===== config.mk =====
export PLATFORM = sky130hd
export DESIGN_NAME = arq_queue
export DESIGN_NICKNAME = d
export VERILOG_FILES = /design/src/arq_pkg.sv /design/src/arq_queue.sv
export SDC_FILE = /design/constraint.sdc
export NUM_CORES = 1
export LEC_CHECK = 0
export BUFFER_PORTS_ARGS = -buffer_cell sky130_fd_sc_hd__buf_2
export CAP_MARGIN = 20
export CORE_ASPECT_RATIO = 0.75
export CORE_MARGIN = 2
export CORE_UTILIZATION = 51
export DETAILED_ROUTE_END_ITERATION = 8
export PLACE_DENSITY = 0.75
export SYNTH_ARGS = -nofsm -noshare
export SYNTH_HDL_FRONTEND = slang
export SYNTH_SLANG_ARGS = --single-unit

===== constraint.sdc =====
create_clock -name i_clk -period 2.89 [get_ports i_clk]
set_clock_uncertainty 0.15 [all_clocks]
set_input_delay 0.4335 -clock i_clk [delete_from_list [all_inputs] [get_ports i_clk]]
set_output_delay 0.4335 -clock i_clk [all_outputs]
set_load 0.01 [all_outputs]

===== src/arq_pkg.sv =====
// Shared types and constants for the accumulator requantizer.
package arq_pkg;

    // Scale table geometry
    localparam int CHANNELS  = 256;
    localparam int CH_W      = $clog2(CHANNELS);
    localparam int MULT_W    = 31;
    localparam int SHIFT_W   = 6;
    localparam int ACC_W     = 32;
    localparam int PROD_W    = 62;
    localparam int Q_W       = 8;

    // Queue between front and back
    localparam int JQ_DEPTH  = 4;
    localparam int JQ_PTR_W  = $clog2(JQ_DEPTH);
    localparam int JQ_CNT_W  = $clog2(JQ_DEPTH + 1);

    // Result queue at the back end
    localparam int RQ_DEPTH  = 8;
    localparam int RQ_PTR_W  = $clog2(RQ_DEPTH);
    localparam int RQ_CNT_W  = $clog2(RQ_DEPTH + 1);

    // Opcodes
    localparam logic OP_LOAD    = 1'b0;
    localparam logic OP_REQUANT = 1'b1;

    // Configuration register indexes
    localparam logic [1:0] REG_PER_CHANNEL = 2'd0;
    localparam logic [1:0] REG_INT4_MODE   = 2'd1;
    localparam logic [1:0] REG_RELU_MODE   = 2'd2;

    // Clamp bounds as magnitudes
    localparam logic [7:0] INT8_NEG_MAX = 8'd128;
    localparam logic [7:0] INT8_POS_MAX = 8'd127;
    localparam logic [7:0] INT4_NEG_MAX = 8'd8;
    localparam logic [7:0] INT4_POS_MAX = 8'd7;
    localparam logic [7:0] RELU_NEG_MAX = 8'd0;

    typedef struct packed {
        logic per_channel;
        logic int4_mode;
        logic relu_mode;
    } t_cfg;

    typedef struct packed {
        logic                 neg;
        logic [ACC_W-1:0]     mag;
        logic [MULT_W-1:0]    mult;
        logic [SHIFT_W-1:0]   shift;
    } t_job;

    typedef struct packed {
        logic [MULT_W-1:0]    mult;
        logic [SHIFT_W-1:0]   shift;
    } t_scale;

endpackage


===== src/arq_queue.sv =====
// Short job queue between the front and back ends.
module arq_queue
    import arq_pkg::*;
(
    input  logic    i_clk,
    input  logic    i_rst_n,
    input  logic    i_push,
    input  t_job    i_data,
    output logic    o_full,
    input  logic    i_pop,
    output t_job    o_data,
    output logic    o_empty
);

    t_job                   r_mem [JQ_DEPTH];
    logic [JQ_PTR_W-1:0]    r_wr_ptr;
    logic [JQ_PTR_W-1:0]    r_rd_ptr;
    logic [JQ_CNT_W-1:0]    r_count;
    logic                   do_push;
    logic                   do_pop;

    assign o_full  = (r_count == JQ_CNT_W'(JQ_DEPTH));
    assign o_empty = (r_count == '0);
    assign do_push = i_push && !o_full;
    assign do_pop  = i_pop && !o_empty;
    assign o_data  = r_mem[r_rd_ptr];

    // Store an entry on push
    always_ff @(posedge i_clk) begin
        if (do_push) begin
            r_mem[r_wr_ptr] <= i_data;
        end
    end

    // Advance pointers and occupancy
    always_ff @(posedge i_clk) begin
        if (!i_rst_n) begin
            r_wr_ptr <= '0;
            r_rd_ptr <= '0;
            r_count  <= '0;
        end else begin
            if (do_push) begin
                r_wr_ptr <= r_wr_ptr + 1'b1;
            end
            if (do_pop) begin
                r_rd_ptr <= r_rd_ptr + 1'b1;
            end
            if (do_push && !do_pop) begin
                r_count <= r_count + 1'b1;
            end else if (do_pop && !do_push) begin
                r_count <= r_count - 1'b1;
            end
        end
    end

endmodule


; Word level (Yosys, flattened, before mapping)
; Memory sizes are Yosys's and may differ from the RTL's. A register that Yosys moved wholly into a read port is not among the register bits.
; Index checks and enable logic that the tools add are counted.
[word_totals]
reg_bits = 7
ram_bits = 280
in_bits = 74
output_inout_bits = 72
wordCells = 25
n_memories = 1
[classes]
add_sub_neg = 4
n_eq_ne = 1
muxes = 6
reduce_logical = 10
[memory_table]
columns = name, words, width, rd, rd_clocked_by_memory_dff, write_ports, line
row1 = r_mem, 4, 70, 1, 1, 1, arq_queue.sv:15  ; t_job r_mem [JQ_DEPTH];
[op_table]
columns = op, count
row1 = $mux 3, 2
row2 = $add 2x1->2 const B, 2
row3 = $logic_and 1x1->1, 4
row4 = $logic_not 1->1, 4
row5 = $mux 2, 2
row6 = $add 3x1->3 const B, 1
row7 = $eq 3x3->1 const B, 1
row8 = $logic_not 3->1, 1
row9 = $sub 3x1->3 const B, 1
row10 = $mux 1, 2
row11 = $reduce_bool 2->1, 1

; Logic depth before layout (Yosys ltp)
[logic_depth]
ltp_word = 7
depth_mapped = 9
ltp_nobuf = 8

; Worst setup path before layout
; OpenSTA, ideal clock, no wires.
[synth_timing]
kind = flip-flop to flip-flop
startpoint = reg r_count[0]
endpoint = mem r_mem[0][0] (netlist name) (enable)
setup_ps = 436
t_arrival_ps = 2485
required_time_ps = 2304
slack_ps = -181
stages_incl_launch_ff = 5
n_path_buf = 1
synth_period_minus_slack_ps = 3071
cell_sequence = dfxtp_1 -> nor3b_2 -> nor2b_1 -> buf_2 -> and2_1
[synth_via]
elab_chain_len = 5
[synth_lines]
columns = item, line
row1 = start: declaration, arq_queue.sv:18  ; logic [JQ_CNT_W-1:0] r_count;
row2 = start signal: assignment, arq_queue.sv:49  ; r_count <= r_count + 1'b1;
row3 = start signal: assignment, arq_queue.sv:51  ; r_count <= r_count - 1'b1;
row4 = $eq 3x3->1, arq_queue.sv:22  ; assign o_full = (r_count == JQ_CNT_W'(JQ_DEPTH));
row5 = via o_full, arq_queue.sv:9  ; output logic o_full,
row6 = $logic_not 1->1, arq_queue.sv:24  ; assign do_push = i_push && !o_full;
row7 = $logic_and 1x1->1, arq_queue.sv:24
row8 = via do_push, arq_queue.sv:19  ; logic do_push;
row9 = $mux 1, arq_queue.sv:30  ; if (do_push) begin
row10 = $mux 1 (not written as such), arq_queue.sv:31  ; r_mem[r_wr_ptr] <= i_data;
row11 = end: declaration, arq_queue.sv:15
; The timed path passes the listed nets, and every way through them passes these cells.

==> impl_metrics.csv <==
group,metric,value,unit
synthesis,synth_fa_ha_area_share,0.775,%
critical_path,start_kind,"register",
drt,drc,0,
clock_tree,cts_setup_buffers,0,
clock_tree,clock_path_buffers,3,
synthesis,yosys-top-cells-area,"edfxtp_1, mux4_2, dfxtp_1",
synthesis,synth_area,10700,µm²
synthesis,synth_top_family_by_area,"multiplexers",
synthesis,synth_nets,494,
floorplan,die_y,129,µm
synthesis,synthTopCellsByCount,"edfxtp_1, mux4_2, dfxtp_1, and2_1, buf_2",
timing,max_freq,0.387,GHz
grt,grt_usage,18.0,%
placement,hpwl,11.7,mm
critical_path,crit_path_max_fanout,35,
critical_path,crit_type,"reg2out",
synthesis,synth_compound_area_share,0.317,%
pwr,vdd_drop_max,0.502,mV
timing,maxSlewHeadroom,71.4,%
clock_tree,ctsHoldBuffers,70,
drt,post_drt_wl_per_cell,20.4,µm
synthesis,synth_cells,414,
status,status,"finished clean",
clock_tree,tritoncts,"built",
timing,period_minus_slack,2.58,ns
synthesis,async_flop_share,0,%
drt,drtIter0Drc,412,
pwr,power_density,840,nW/µm²
synthesis,postSynthRegisterBits,289,
timing,setup_viol_count_final,0,
critical_path,cp-end-kind,"primary output",
drt,ant_nets,0,
placement,gp_congestion,0.767,
timing,rsz0062_at_grt,"false",
finish,syn2layout_area_growth,24.7,%
grt,antenna_found_initial,0,
finish,multiInputGateArea,1870,µm²
drt,drt_first_pass_iters,4,
timing,fin_crit_sh,89.3,%
clock_tree,clock_latency,0.51,ns
clock_tree,postCtsResizedCells,0,
timing,hold_violations,0,
critical_path,arrival,2.00,ns
synthesis,synth_edf_count,280,
synthesis,syn_avg_cell_area,25.7,µm²
clock_tree,clockRootBuffer,"clkbuf_16",
drt,viasPerCell,5.29,
timing,fin_setup_tns,0,ns
timing,tightest_slew,0.428,ns
drt,num_vias,5072,
finish,fillCellCount,1357,
synthesis,ys_types,24,
clock_tree,cts.clk_slew.worst_paths,0.06,ns
floorplan,die_x,171,µm
synthesis,muxShareOfSynthArea,15.1,%
placement,io_buffers,145,
floorplan,fp-row-count,45,
drt,wl,19.6,mm
critical_path,r2r-start,"r_count[0]$_SDFFE_PN0P_",
timing,slew_violations,0,
synthesis,synth-warning-count,0,
hold_path,holdCritStartpoint,"i_rst_n",
synthesis,synth_xor_area_share,0.329,%
critical_path,required,2.31,ns
synthesis,synth.largest_area_cell,"edfxtp_1",
grt,gr-total-overflow,0,
clock_tree,cts.sinks,289,
finish,diodes,0,
floorplan,initial_utilization,52.3,%
timing,hold_slack,0.102,ns
synthesis,synth_seq_area_share,80.6,%
synthesis,yosys_most_used_dff,"edfxtp_1",
floorplan,die_area,22100,µm²
hold_path,min_path_type,"in2reg",
grt,grt_pass1_wl,29.9,mm
synthesis,synth_top_area_share,78.9,%
clock_tree,htreeDepth,1,
pwr,p_leak,4.53,nW
finish,fin_nets,736,
synthesis,synth.most_common_cell,"edfxtp_1",
job,max_cap_viol_count,0,
grt,grt_pass1_vias,5520,
grt,grt_max_degree,39,
finish,drive_gt1_share,41.3,%
clock_tree,cts_buffers,27,
synthesis,synth_simple_gate_area_share,0.951,%
floorplan,top_level_ports,146,
floorplan,coreArea,20400,µm²
finish,seq_area,8600,µm²
==> metrics by stage <==
| stage | instance area (µm²) | utilization [%] | power [mW] | cells | setup WS [ns] |
|---|---|---|---|---|---|
| 6_report | 13300 | 65.2 | 11.2 | 958 | 0.309 |
| 4_1_cts | 13300 | 65.2 | 11.3 | 958 | 0.271 |
| 3_5_place_dp | 11800 | 57.8 | 7.97 | 839 | 0.531 |
| 2_1_floorplan | 10700 | - | 7.13 | 414 | 0.585 |
| 5_1_grt | 13300 | 65.2 | 11.7 | 958 | 0.198 |
| 3_3_place_gp | 11800 | 57.8 | 7.90 | 839 | 0.634 |
==> final cells by class <==
| class | instances | area share [%] |
|---|---|---|
| Sequential cell | 289 | 64.7 |
| Multi-Input combinational cell | 104 | 14.1 |
| Timing Repair Buffer | 231 | 12.4 |
| Clock buffer | 37 | 5.68 |
| Tap cell | 282 | 2.65 |
| Clock inverter | 12 | 0.480 |
| Inverter | 3 | 0.0847 |
==> power by group <==
part	internal (mW)	total, mW	switching [mW]
Clock	1.83	3.25	1.42
Combinational	1.35	2.66	1.31
Sequential	5.09	5.26	0.168
==> final timing paths <==
check | to | slack, ns | depth (start not counted)
worst max register to register | r_count[2]$_SDFFE_PN0P_ | 0.52 | 9
worst min-delay path | r_count[2]$_SDFFE_PN0P_ | 0.10 | 2
worst max-delay path | o_data[49] | 0.31 | 3
worst min register to register | r_wr_ptr[1]$_SDFFE_PN0P_ | 0.37 | 2
==> cells in the final DEF (no fill, tap or decap) <==
cell type	count
clkbuf_16	28
clkbuf_8	2
a21boi_0	1
o21ai_0	1
buf_4	8
clkinvlp_4	1
edfxtp_1	280
buf_12	8
mux4_2	70
buf_2	145
fa_1	1
inv_1	3
xor2_1	1
clkinv_1	2
nor3_1	1
dlygate4sd3_1	70
clkinv_2	8
nor3b_2	1
mux2i_1	3
dfxtp_1	7
ha_1	5
and2_4	4
xnor2_1	3
or3_1	1
nand2_1	4
inv_6	1
clkbuf_1	7
nor2b_1	2
and2_1	4
dfxtp_4	2
o31ai_2	1
o311ai_1	1
==> metal layers <==
metal  wire length, µm  global-route usage (%)  part of all wire, %  vias to the layer above
li1                  -                       -                    -                     2249
met1              8100                    23.5                   41                     2629
met2              9580                    30.3                   49                      173
met3              1640                    6.02                  8.4                       21
met4               248                    3.14                  1.3                        0
met5                 0                       0                    0                        -
==> critical path, cell delays in order, from the launching register on <==
cell and delay [ns]:
dfxtp_4 0.42, buf_12 0.28, mux4_2 0.58, buf_2 0.16
==> registers in the layout, summed over array words and instances (netlist names), named ones only <==
register	count
r_wr_ptr	2
r_rd_ptr	2
r_count	3
r_mem	280
==> logic make-up after synthesis <==
| logic type | after synthesis |
|---|---|
| compound gates | 4 |
| mux | 73 |
| xor+xnor | 4 |
| buf+inv | 21 |
| flops | 289 |
| simple gates | 17 |
| fa+ha+maj | 6 |
No activity file was read; power rests on OpenSTA's default activity.
