--- src/arq_pkg.sv ---
// Shared types and constants for the accumulator requantizer.
package arq_pkg;

    // Scale table geometry
    localparam int CHANNELS  = 256;
    localparam int CH_W      = $clog2(CHANNELS);
    localparam int MULT_W    = 31;
    localparam int SHIFT_W   = 6;
    localparam int ACC_W     = 32;
    localparam int PROD_W    = 62;
    localparam int Q_W       = 8;

    // Queue between front and back
    localparam int JQ_DEPTH  = 4;
    localparam int JQ_PTR_W  = $clog2(JQ_DEPTH);
    localparam int JQ_CNT_W  = $clog2(JQ_DEPTH + 1);

    // Result queue at the back end
    localparam int RQ_DEPTH  = 8;
    localparam int RQ_PTR_W  = $clog2(RQ_DEPTH);
    localparam int RQ_CNT_W  = $clog2(RQ_DEPTH + 1);

    // Opcodes
    localparam logic OP_LOAD    = 1'b0;
    localparam logic OP_REQUANT = 1'b1;

    // Configuration register indexes
    localparam logic [1:0] REG_PER_CHANNEL = 2'd0;
    localparam logic [1:0] REG_INT4_MODE   = 2'd1;
    localparam logic [1:0] REG_RELU_MODE   = 2'd2;

    // Clamp bounds as magnitudes
    localparam logic [7:0] INT8_NEG_MAX = 8'd128;
    localparam logic [7:0] INT8_POS_MAX = 8'd127;
    localparam logic [7:0] INT4_NEG_MAX = 8'd8;
    localparam logic [7:0] INT4_POS_MAX = 8'd7;
    localparam logic [7:0] RELU_NEG_MAX = 8'd0;

    typedef struct packed {
        logic per_channel;
        logic int4_mode;
        logic relu_mode;
    } t_cfg;

    typedef struct packed {
        logic                 neg;
        logic [ACC_W-1:0]     mag;
        logic [MULT_W-1:0]    mult;
        logic [SHIFT_W-1:0]   shift;
    } t_job;

    typedef struct packed {
        logic [MULT_W-1:0]    mult;
        logic [SHIFT_W-1:0]   shift;
    } t_scale;

endpackage

--- src/arq_back.sv ---
// Back end: multiply, round half to even, clamp and result queue.
module arq_back
    import arq_pkg::*;
(
    input  logic                i_clk,
    input  logic                i_rst_n,
    input  t_cfg                i_cfg,
    input  logic                i_job_empty,
    input  t_job                i_job,
    output logic                o_job_pop,
    input  logic                i_pop,
    output logic                o_empty,
    output logic signed [Q_W-1:0] o_q_value,
    output logic                o_clipped
);

    // Multiply stage
    logic                   r_m_vld;
    logic                   r_m_neg;
    logic [PROD_W-1:0]      r_m_prod;
    logic [SHIFT_W-1:0]     r_m_shift;
    // Round stage
    logic                   r_r_vld;
    logic                   r_r_neg;
    logic [PROD_W-1:0]      r_r_q;
    logic                   r_r_up;
    // Clamp stage
    logic                   r_c_vld;
    logic [Q_W-1:0]         r_c_val;
    logic                   r_c_clip;
    // Result queue
    logic [Q_W:0]           r_rq [RQ_DEPTH];
    logic [RQ_PTR_W-1:0]    r_wr_ptr;
    logic [RQ_PTR_W-1:0]    r_rd_ptr;
    logic [RQ_CNT_W-1:0]    r_count;

    logic                   take;
    logic [RQ_CNT_W:0]      used;
    logic [ACC_W+MULT_W-1:0] prod;
    logic [63:0]            p64;
    logic [63:0]            q64;
    logic [63:0]            low_mask;
    logic [SHIFT_W-1:0]     sh_m1;
    logic                   guard;
    logic                   sticky;
    logic [PROD_W:0]        qr;
    logic                   big;
    logic [7:0]             neg_max;
    logic [7:0]             pos_max;
    logic [Q_W-1:0]         n_val;
    logic                   n_clip;
    logic                   rq_pop;

    // Take a job only when the result queue has room for everything in flight
    assign used = (RQ_CNT_W+1)'(r_count) + (RQ_CNT_W+1)'(r_m_vld)
                + (RQ_CNT_W+1)'(r_r_vld) + (RQ_CNT_W+1)'(r_c_vld);
    assign take      = !i_job_empty && (used < (RQ_CNT_W+1)'(RQ_DEPTH));
    assign o_job_pop = take;

    assign prod = i_job.mag * i_job.mult;

    // Split the product at the shift point
    always_comb begin
        p64      = {{(64-PROD_W){1'b0}}, r_m_prod};
        q64      = p64 >> r_m_shift;
        sh_m1    = r_m_shift - 1'b1;
        low_mask = ~({64{1'b1}} << sh_m1);
        guard    = (r_m_shift != '0) && p64[sh_m1];
        sticky   = (r_m_shift != '0) && ((p64 & low_mask) != '0);
    end

    // Round, then clamp to the active range
    always_comb begin
        qr = (PROD_W+1)'(r_r_q) + (PROD_W+1)'(r_r_up);
        big = |qr[PROD_W:8];
        if (i_cfg.int4_mode) begin
            neg_max = INT4_NEG_MAX;
            pos_max = INT4_POS_MAX;
        end else if (i_cfg.relu_mode) begin
            neg_max = RELU_NEG_MAX;
            pos_max = INT8_POS_MAX;
        end else begin
            neg_max = INT8_NEG_MAX;
            pos_max = INT8_POS_MAX;
        end
        n_clip = 1'b0;
        if (r_r_neg && (qr != '0)) begin
            if (big || (qr[7:0] > neg_max)) begin
                n_clip = 1'b1;
                n_val  = Q_W'(8'd0 - neg_max);
            end else begin
                n_val  = Q_W'(8'd0 - qr[7:0]);
            end
        end else begin
            if (big || (qr[7:0] > pos_max)) begin
                n_clip = 1'b1;
                n_val  = Q_W'(pos_max);
            end else begin
                n_val  = Q_W'(qr[7:0]);
            end
        end
    end

    // Advance the pipeline valids
    always_ff @(posedge i_clk) begin
        if (!i_rst_n) begin
            r_m_vld <= 1'b0;
            r_r_vld <= 1'b0;
            r_c_vld <= 1'b0;
        end else begin
            r_m_vld <= take;
            r_r_vld <= r_m_vld;
            r_c_vld <= r_r_vld;
        end
    end

    // Pipeline payload
    always_ff @(posedge i_clk) begin
        if (take) begin
            r_m_neg   <= i_job.neg;
            r_m_prod  <= prod[PROD_W-1:0];
            r_m_shift <= i_job.shift;
        end
        if (r_m_vld) begin
            r_r_neg <= r_m_neg;
            r_r_q   <= q64[PROD_W-1:0];
            r_r_up  <= guard && (sticky || q64[0]);
        end
        if (r_r_vld) begin
            r_c_val  <= n_val;
            r_c_clip <= n_clip;
        end
    end

    // Result queue
    assign o_empty   = (r_count == '0);
    assign rq_pop    = i_pop && !o_empty;
    assign o_q_value = r_rq[r_rd_ptr][Q_W:1];
    assign o_clipped = r_rq[r_rd_ptr][0];

    always_ff @(posedge i_clk) begin
        if (r_c_vld) begin
            r_rq[r_wr_ptr] <= {r_c_val, r_c_clip};
        end
    end

    always_ff @(posedge i_clk) begin
        if (!i_rst_n) begin
            r_wr_ptr <= '0;
            r_rd_ptr <= '0;
            r_count  <= '0;
        end else begin
            if (r_c_vld) begin
                r_wr_ptr <= r_wr_ptr + 1'b1;
            end
            if (rq_pop) begin
                r_rd_ptr <= r_rd_ptr + 1'b1;
            end
            if (r_c_vld && !rq_pop) begin
                r_count <= r_count + 1'b1;
            end else if (rq_pop && !r_c_vld) begin
                r_count <= r_count - 1'b1;
            end
        end
    end

endmodule

--- config.mk ---
export PLATFORM = sky130hd
export DESIGN_NAME = arq_back
export DESIGN_NICKNAME = d
export VERILOG_FILES = /design/src/arq_pkg.sv /design/src/arq_back.sv
export SDC_FILE = /design/constraint.sdc
export NUM_CORES = 2
export LEC_CHECK = 0
export BUFFER_PORTS_ARGS = -buffer_cell sky130_fd_sc_hd__buf_4
export CAP_MARGIN = 20
export CORE_MARGIN = 3
export CORE_UTILIZATION = 45
export DETAILED_ROUTE_END_ITERATION = 8
export PLACE_DENSITY = 0.7
export SETUP_SLACK_MARGIN = 0.15
export SLEW_MARGIN = 20
export SYNTH_ARGS = -nofsm -noshare
export SYNTH_HDL_FRONTEND = slang
export SYNTH_SLANG_ARGS = --single-unit
--- constraint.sdc ---
create_clock -name i_clk -period 11.8 [get_ports i_clk]
set_clock_uncertainty 0.2 [all_clocks]
set_input_delay 2.36 -clock i_clk [delete_from_list [all_inputs] [get_ports i_clk]]
set_output_delay 2.36 -clock i_clk [all_outputs]
set_load 0.05 [all_outputs]
======== Word-level counts from Yosys, hierarchy flattened ========
Memories as Yosys holds them, arrays and structs flattened. A register that Yosys moved wholly into a read port is not among the register bits.
Index checks and enable logic that the tools add are counted.
operators by class
  $add $sub $neg .......................... 11
  multiply operators ...................... 1
  order comparisons ....................... 4
  shift operators ......................... 2
  muxes and demuxes ....................... 17
  bitwise gates (word level) .............. 2
  reductions and logical operators ........ 21
operator list
  operator                 count
  $and A62 B64 Y64         1
  $not A64 Y64             1
  $reduce_bool A64 Y1      1
  $shl A64 B6 Y64 const A  1
  $add A62 B1 Y63          1
  $reduce_bool A63 Y1      1
  $mul A32 B31 Y62         1
  $shr A62 B6 Y62          1
  $reduce_or A55 Y1        1
  $mux W8                  5
  $gt A8 B8 Y1             2
  $sub A1 B8 Y8 const A    2
  $add A5 B1 Y5            2
  $logic_and A1 B1 Y1      8
  $mux W4                  2
  $lt A6 B7 Y1 const B     1
  $mux W7                  1
  $add A3 B1 Y3 const B    2
  $bmux W1 S6              1
  $mux W1                  6
  $mux W3                  2
  $reduce_bool A6 Y1       1
  $sub A6 B1 Y6 const B    1
  $add A4 B1 Y5            1
  7 further kinds          12
storage, ports and cells
  register bits after elaboration ......... 155
  RAM bits ................................ 72
  bits of input ports ..................... 77
  output and inout bits ................... 11
  logic and storage cells ................. 73
  memories ................................ 1
memory list
  name  depth  width  read ports  clocked after memory_dff  wr ports  RTL line        RTL
  r_rq  8      9      1           1                         1         arq_back.sv:32  logic [Q_W:0] r_rq [RQ_DEPTH];

======== Longest topological paths before layout ========
  depth in word-level cells ............... 8
  mapped depth ............................ 28
  depth with buffers taken out ............ 26

======== Worst setup path after synthesis ========
Ideal clock, no wire load.
  kind .................................... register -> output
  from .................................... reg r_m_vld
  to ...................................... out o_job_pop
  data arrival time ....................... 8.855 ns
  data required time ...................... 9.240 ns
  path slack .............................. 0.385 ns
  stages on the path, launching flop included .. 4
  path buffers ............................ 0
  path through ............................ dfxtp_1 -> fa_1 -> a31o_2 -> a211oi_1
on the way
  cells in the longest elaborated chain, start to end .. 5
ends and longest elaborated chain
  element                      RTL line         RTL
  start: declaration           arq_back.sv:18   logic r_m_vld;
  start signal: assignment     arq_back.sv:111  r_m_vld <= take;
  $add A4 B1 Y5                arq_back.sv:55   assign used = (RQ_CNT_W+1)'(r_count) + (RQ_CNT_W+1)'(r_m_vld)
  $add A5 B1 Y5 (2 in series)  arq_back.sv:56   + (RQ_CNT_W+1)'(r_r_vld) + (RQ_CNT_W+1)'(r_c_vld);
  $lt A5 B4 Y1                 arq_back.sv:57   assign take = !i_job_empty && (used < (RQ_CNT_W+1)'(RQ_DEPTH));
  $logic_and A1 B1 Y1          arq_back.sv:57
  end: declaration             arq_back.sv:10   output logic o_job_pop,
No other way between the ends.

======== Worst setup path in the final report ========
  from .................................... in i_job[61] (netlist bit)
  to ...................................... reg r_m_prod[60], data pin
on the way
  cells in the longest elaborated chain, start to end .. 1
ends and longest elaborated chain
  element                 RTL line         RTL
  start: declaration      arq_back.sv:9    input t_job i_job,
  $mul A32 B31 Y62        arq_back.sv:60   assign prod = i_job.mag * i_job.mult;
  net prod[60]            arq_back.sv:39   logic [ACC_W+MULT_W-1:0] prod;
  end signal: assignment  arq_back.sv:121  r_m_prod <= prod[PROD_W-1:0];
  end: declaration        arq_back.sv:20   logic [PROD_W-1:0] r_m_prod;
The timed path passes the listed nets, and every way through them passes these cells.
A chain may end at the register's enable or synchronous reset.

==> results.yml <==
grt:
  overflow: 0
  grt_pass1_vias: 36000
  grt_pass1_wl_um: 196000
  grt_usage: 0.227
  antenna_found_initial: 3
  grt_max_degree: 76
routing:
  vias: 34100
  ant_nets: 0
  routedWlPerCell_um: 19.6
  firstDrtPassIters: 8
  drt_iter0_drc: 2348
  wl_um: 120000
  viasPerCell: 5.57
  drc: 0
placement:
  dp_hpwl_um: 91700
  place.gp.congestion: 0.931
  io_buffers: 86
cts:
  clkLatencyLatePin_ns: 0.53
  cts_tree: "yes"
  postCtsHoldBufs: 0
  post_cts_resized: 0
  cts_inserted_buffers: 24
  post_cts_buffers: 0
  cts.path.max_buffers: 3
  clk_pin_slew_ns: 0.06
  cts_root_buffer: "clkbuf_16"
  cts.htree.levels: 1
  numClockSinks: 230
synth:
  synth_area_mm2: 0.0466
  ys_types: 94
  yosysWarningCount: 0
  synth_flop_cell: "edfxtp_1"
  yosysSeqAreaShare: 0.145
  ys_seq_elements: 230
  synth_nets: 6118
  ys_async_sr_fraction: 0
  synth_edf_count: 214
  syn_inst: 4905
  syn_area_per_cell_um2: 9.51
sta:
  setup_viol: 0
  rsz0062_at_grt: "false"
  finalCritPeriodShare: 0.868
  finalHoldViolations: 0
  fmax_mhz: 97.7
  slew_headroom: 0.235
  tightestPinTransition_ns: 1.14
  report.final.slew_viol_count: 0
  tns_ns: 0
  finalCriticalPeriod_ns: 10.24
cells_and_area:
  multi_input_area_mm2: 0.0357
  nets: 5953
  area_growth_pct: 4.63
  fillCellCount: 9524
  seqCellArea_mm2: 0.00675
  drive_above_1_share: 0.0618
job:
  cap_violations: 0
floorplanning:
  dieArea_mm2: 0.108
  core_mm2: 0.102
  num_rows: 117
  chipWidth_um: 328
  start_util: 0.456
  io_pins: 88
  die_h_um: 328
critical_path:
  start_kind: "input pin"
  crit_path_end_kind: "register"
  required_ns: 11.87
  cp.arrival_ns: 10.31
  crit_start: "i_job[61]"
  path_class: "in -> reg"
  path_max_fanout: 31
  r2r-start: "r_r_up"
outcome:
  status: "complete, no violations"
hold_path:
  min_path_type: "reg -> reg"
  hold_start: "r_m_neg"
stage by stage:
| stage | worst slack (ns) | std cells | hold slack [ns] | util | cell area (µm²) |
|---|---|---|---|---|---|
| floorplan | 0.385 | 4905 | 0.200 | - | 46600 |
| global placement | 1.05 | 6082 | 0.263 | 0.469 | 48000 |
| detailed placement | 1.01 | 6082 | 0.217 | 0.469 | 48000 |
| CTS | 1.56 | 6125 | 0.262 | 0.477 | 48800 |
| global route | 1.24 | 6126 | 0.289 | 0.477 | 48800 |
| finish | 1.56 | 6127 | 0.274 | 0.477 | 48800 |
worst paths after layout:
| check | end | slack [ns] | depth (start not counted) |
|---|---|---|---|
| setup / recovery | r_m_prod[60] | 1.56 | 23 |
| hold / removal | r_r_neg | 0.27 | 0 |
| hold reg to reg | r_r_neg | 0.27 | 0 |
| setup reg to reg | r_c_val[6] | 6.43 | 19 |
flip-flops by register name, summed over array words and instances (netlist names), named ones only:
signal and count:
r_rq 72, r_m_neg 1, r_m_vld 1, r_m_prod 62, r_r_q 62, r_m_shift 6
r_c_vld 1, r_count 4, r_r_neg 1, r_r_vld 1, r_r_up 1, r_rd_ptr 3
r_c_clip 1, r_wr_ptr 3, r_c_val 8
final cells by class:
cell class                      instances  area share
Inverter                              819      0.0630
Antenna cell                            2    0.000103
Tap cell                             1368      0.0351
Timing Repair Buffer                  105      0.0162
Sequential cell                       230       0.138
Multi-Input combinational cell       3560       0.732
Clock inverter                         14     0.00290
Clock buffer                           29      0.0127
cell families (layout without fill, tap and decap cells):
logic type                 after synthesis  after routing  share of synthesized area
and+or+nand+nor                       1704           1704                      0.182
xor gates and xnor gates                95             95                     0.0178
muxes                                  161            161                     0.0568
adders and majority gates             1139           1139                      0.445
AOI/OAI and AO/OA                      461            461                     0.0630
buffers and inverters                 1115            967                     0.0903
DFF                                    230            230                      0.145
other                                    0              2                          0
synthesized netlist by cell type (all sizes together) (8+ instances only):
cell type / number / share of area
o21ai: 105 / 0.011
mux2: 27 / 0.0065
nor4: 26 / 0.0039
nand3: 56 / 0.0067
or3: 14 / 0.0020
nand4: 42 / 0.0061
o31ai: 9 / 0.0014
o41ai: 8 / 0.0017
nand2b: 20 / 0.0027
xor2: 33 / 0.0062
o21bai: 8 / 0.0013
edfxtp: 214 / 0.14
nor3: 43 / 0.0051
a21oi: 137 / 0.015
o22ai: 25 / 0.0034
inv: 817 / 0.066
and2: 548 / 0.074
mux4: 80 / 0.039
and3: 18 / 0.0024
clkbuf: 268 / 0.022
nor2b: 18 / 0.0024
nor2: 169 / 0.014
nand2: 715 / 0.058
or2: 11 / 0.0015
fa: 867 / 0.37
buf: 28 / 0.0028
o21a: 8 / 0.0013
mux2i: 54 / 0.012
a31oi: 18 / 0.0024
ha: 269 / 0.072
xnor2: 62 / 0.012
a21o: 43 / 0.0069
o211ai: 16 / 0.0026
a211oi: 13 / 0.0021
dfxtp: 16 / 0.0069
cell usage in the layout (no fill, tap or decap), types with 20 or more instances in the layout:
| cell | instances |
|---|---|
| nand2b_1 | 20 |
| a21oi_1 | 137 |
| a21o_1 | 43 |
| mux4_2 | 80 |
| o22ai_1 | 25 |
| nand3_1 | 51 |
| edfxtp_1 | 214 |
| mux2_2 | 27 |
| and2_1 | 548 |
| nor3_1 | 38 |
| nor4_1 | 24 |
| buf_4 | 105 |
| nand4_1 | 40 |
| o21ai_0 | 102 |
| nor2_1 | 168 |
| xnor2_1 | 61 |
| mux2i_1 | 54 |
| nand2_1 | 713 |
| fa_1 | 867 |
| inv_1 | 816 |
| xor2_1 | 33 |
| ha_1 | 269 |
| clkbuf_16 | 24 |
routing by layer:
layer,track usage,wire [µm],vias up
met4,0.0655,3340,0
met1,0.305,49600,17500
li1,-,-,15100
met2,0.385,58700,1272
met3,0.0301,8550,230
met5,0,0,-
critical path, stage by stage:
cell and delay (ns):
buf_4 0.43, and2_1 0.23, fa_1 0.46, fa_1 0.50
fa_1 0.53, inv_1 0.06, fa_1 0.47, inv_1 0.05
fa_1 0.53, fa_1 0.59, fa_1 0.43, fa_1 0.47
ha_1 0.41, a21o_1 0.20, a21o_1 0.17, a21oi_1 0.34
nand3b_1 0.16, a211oi_1 0.48, o31ai_1 0.20, a221o_1 0.35
a311o_1 0.42, a311oi_1 0.35, xnor2_1 0.10
Power is not shown: default switching activity piles up to over one toggle a cycle in this logic, so the estimate is an artifact.
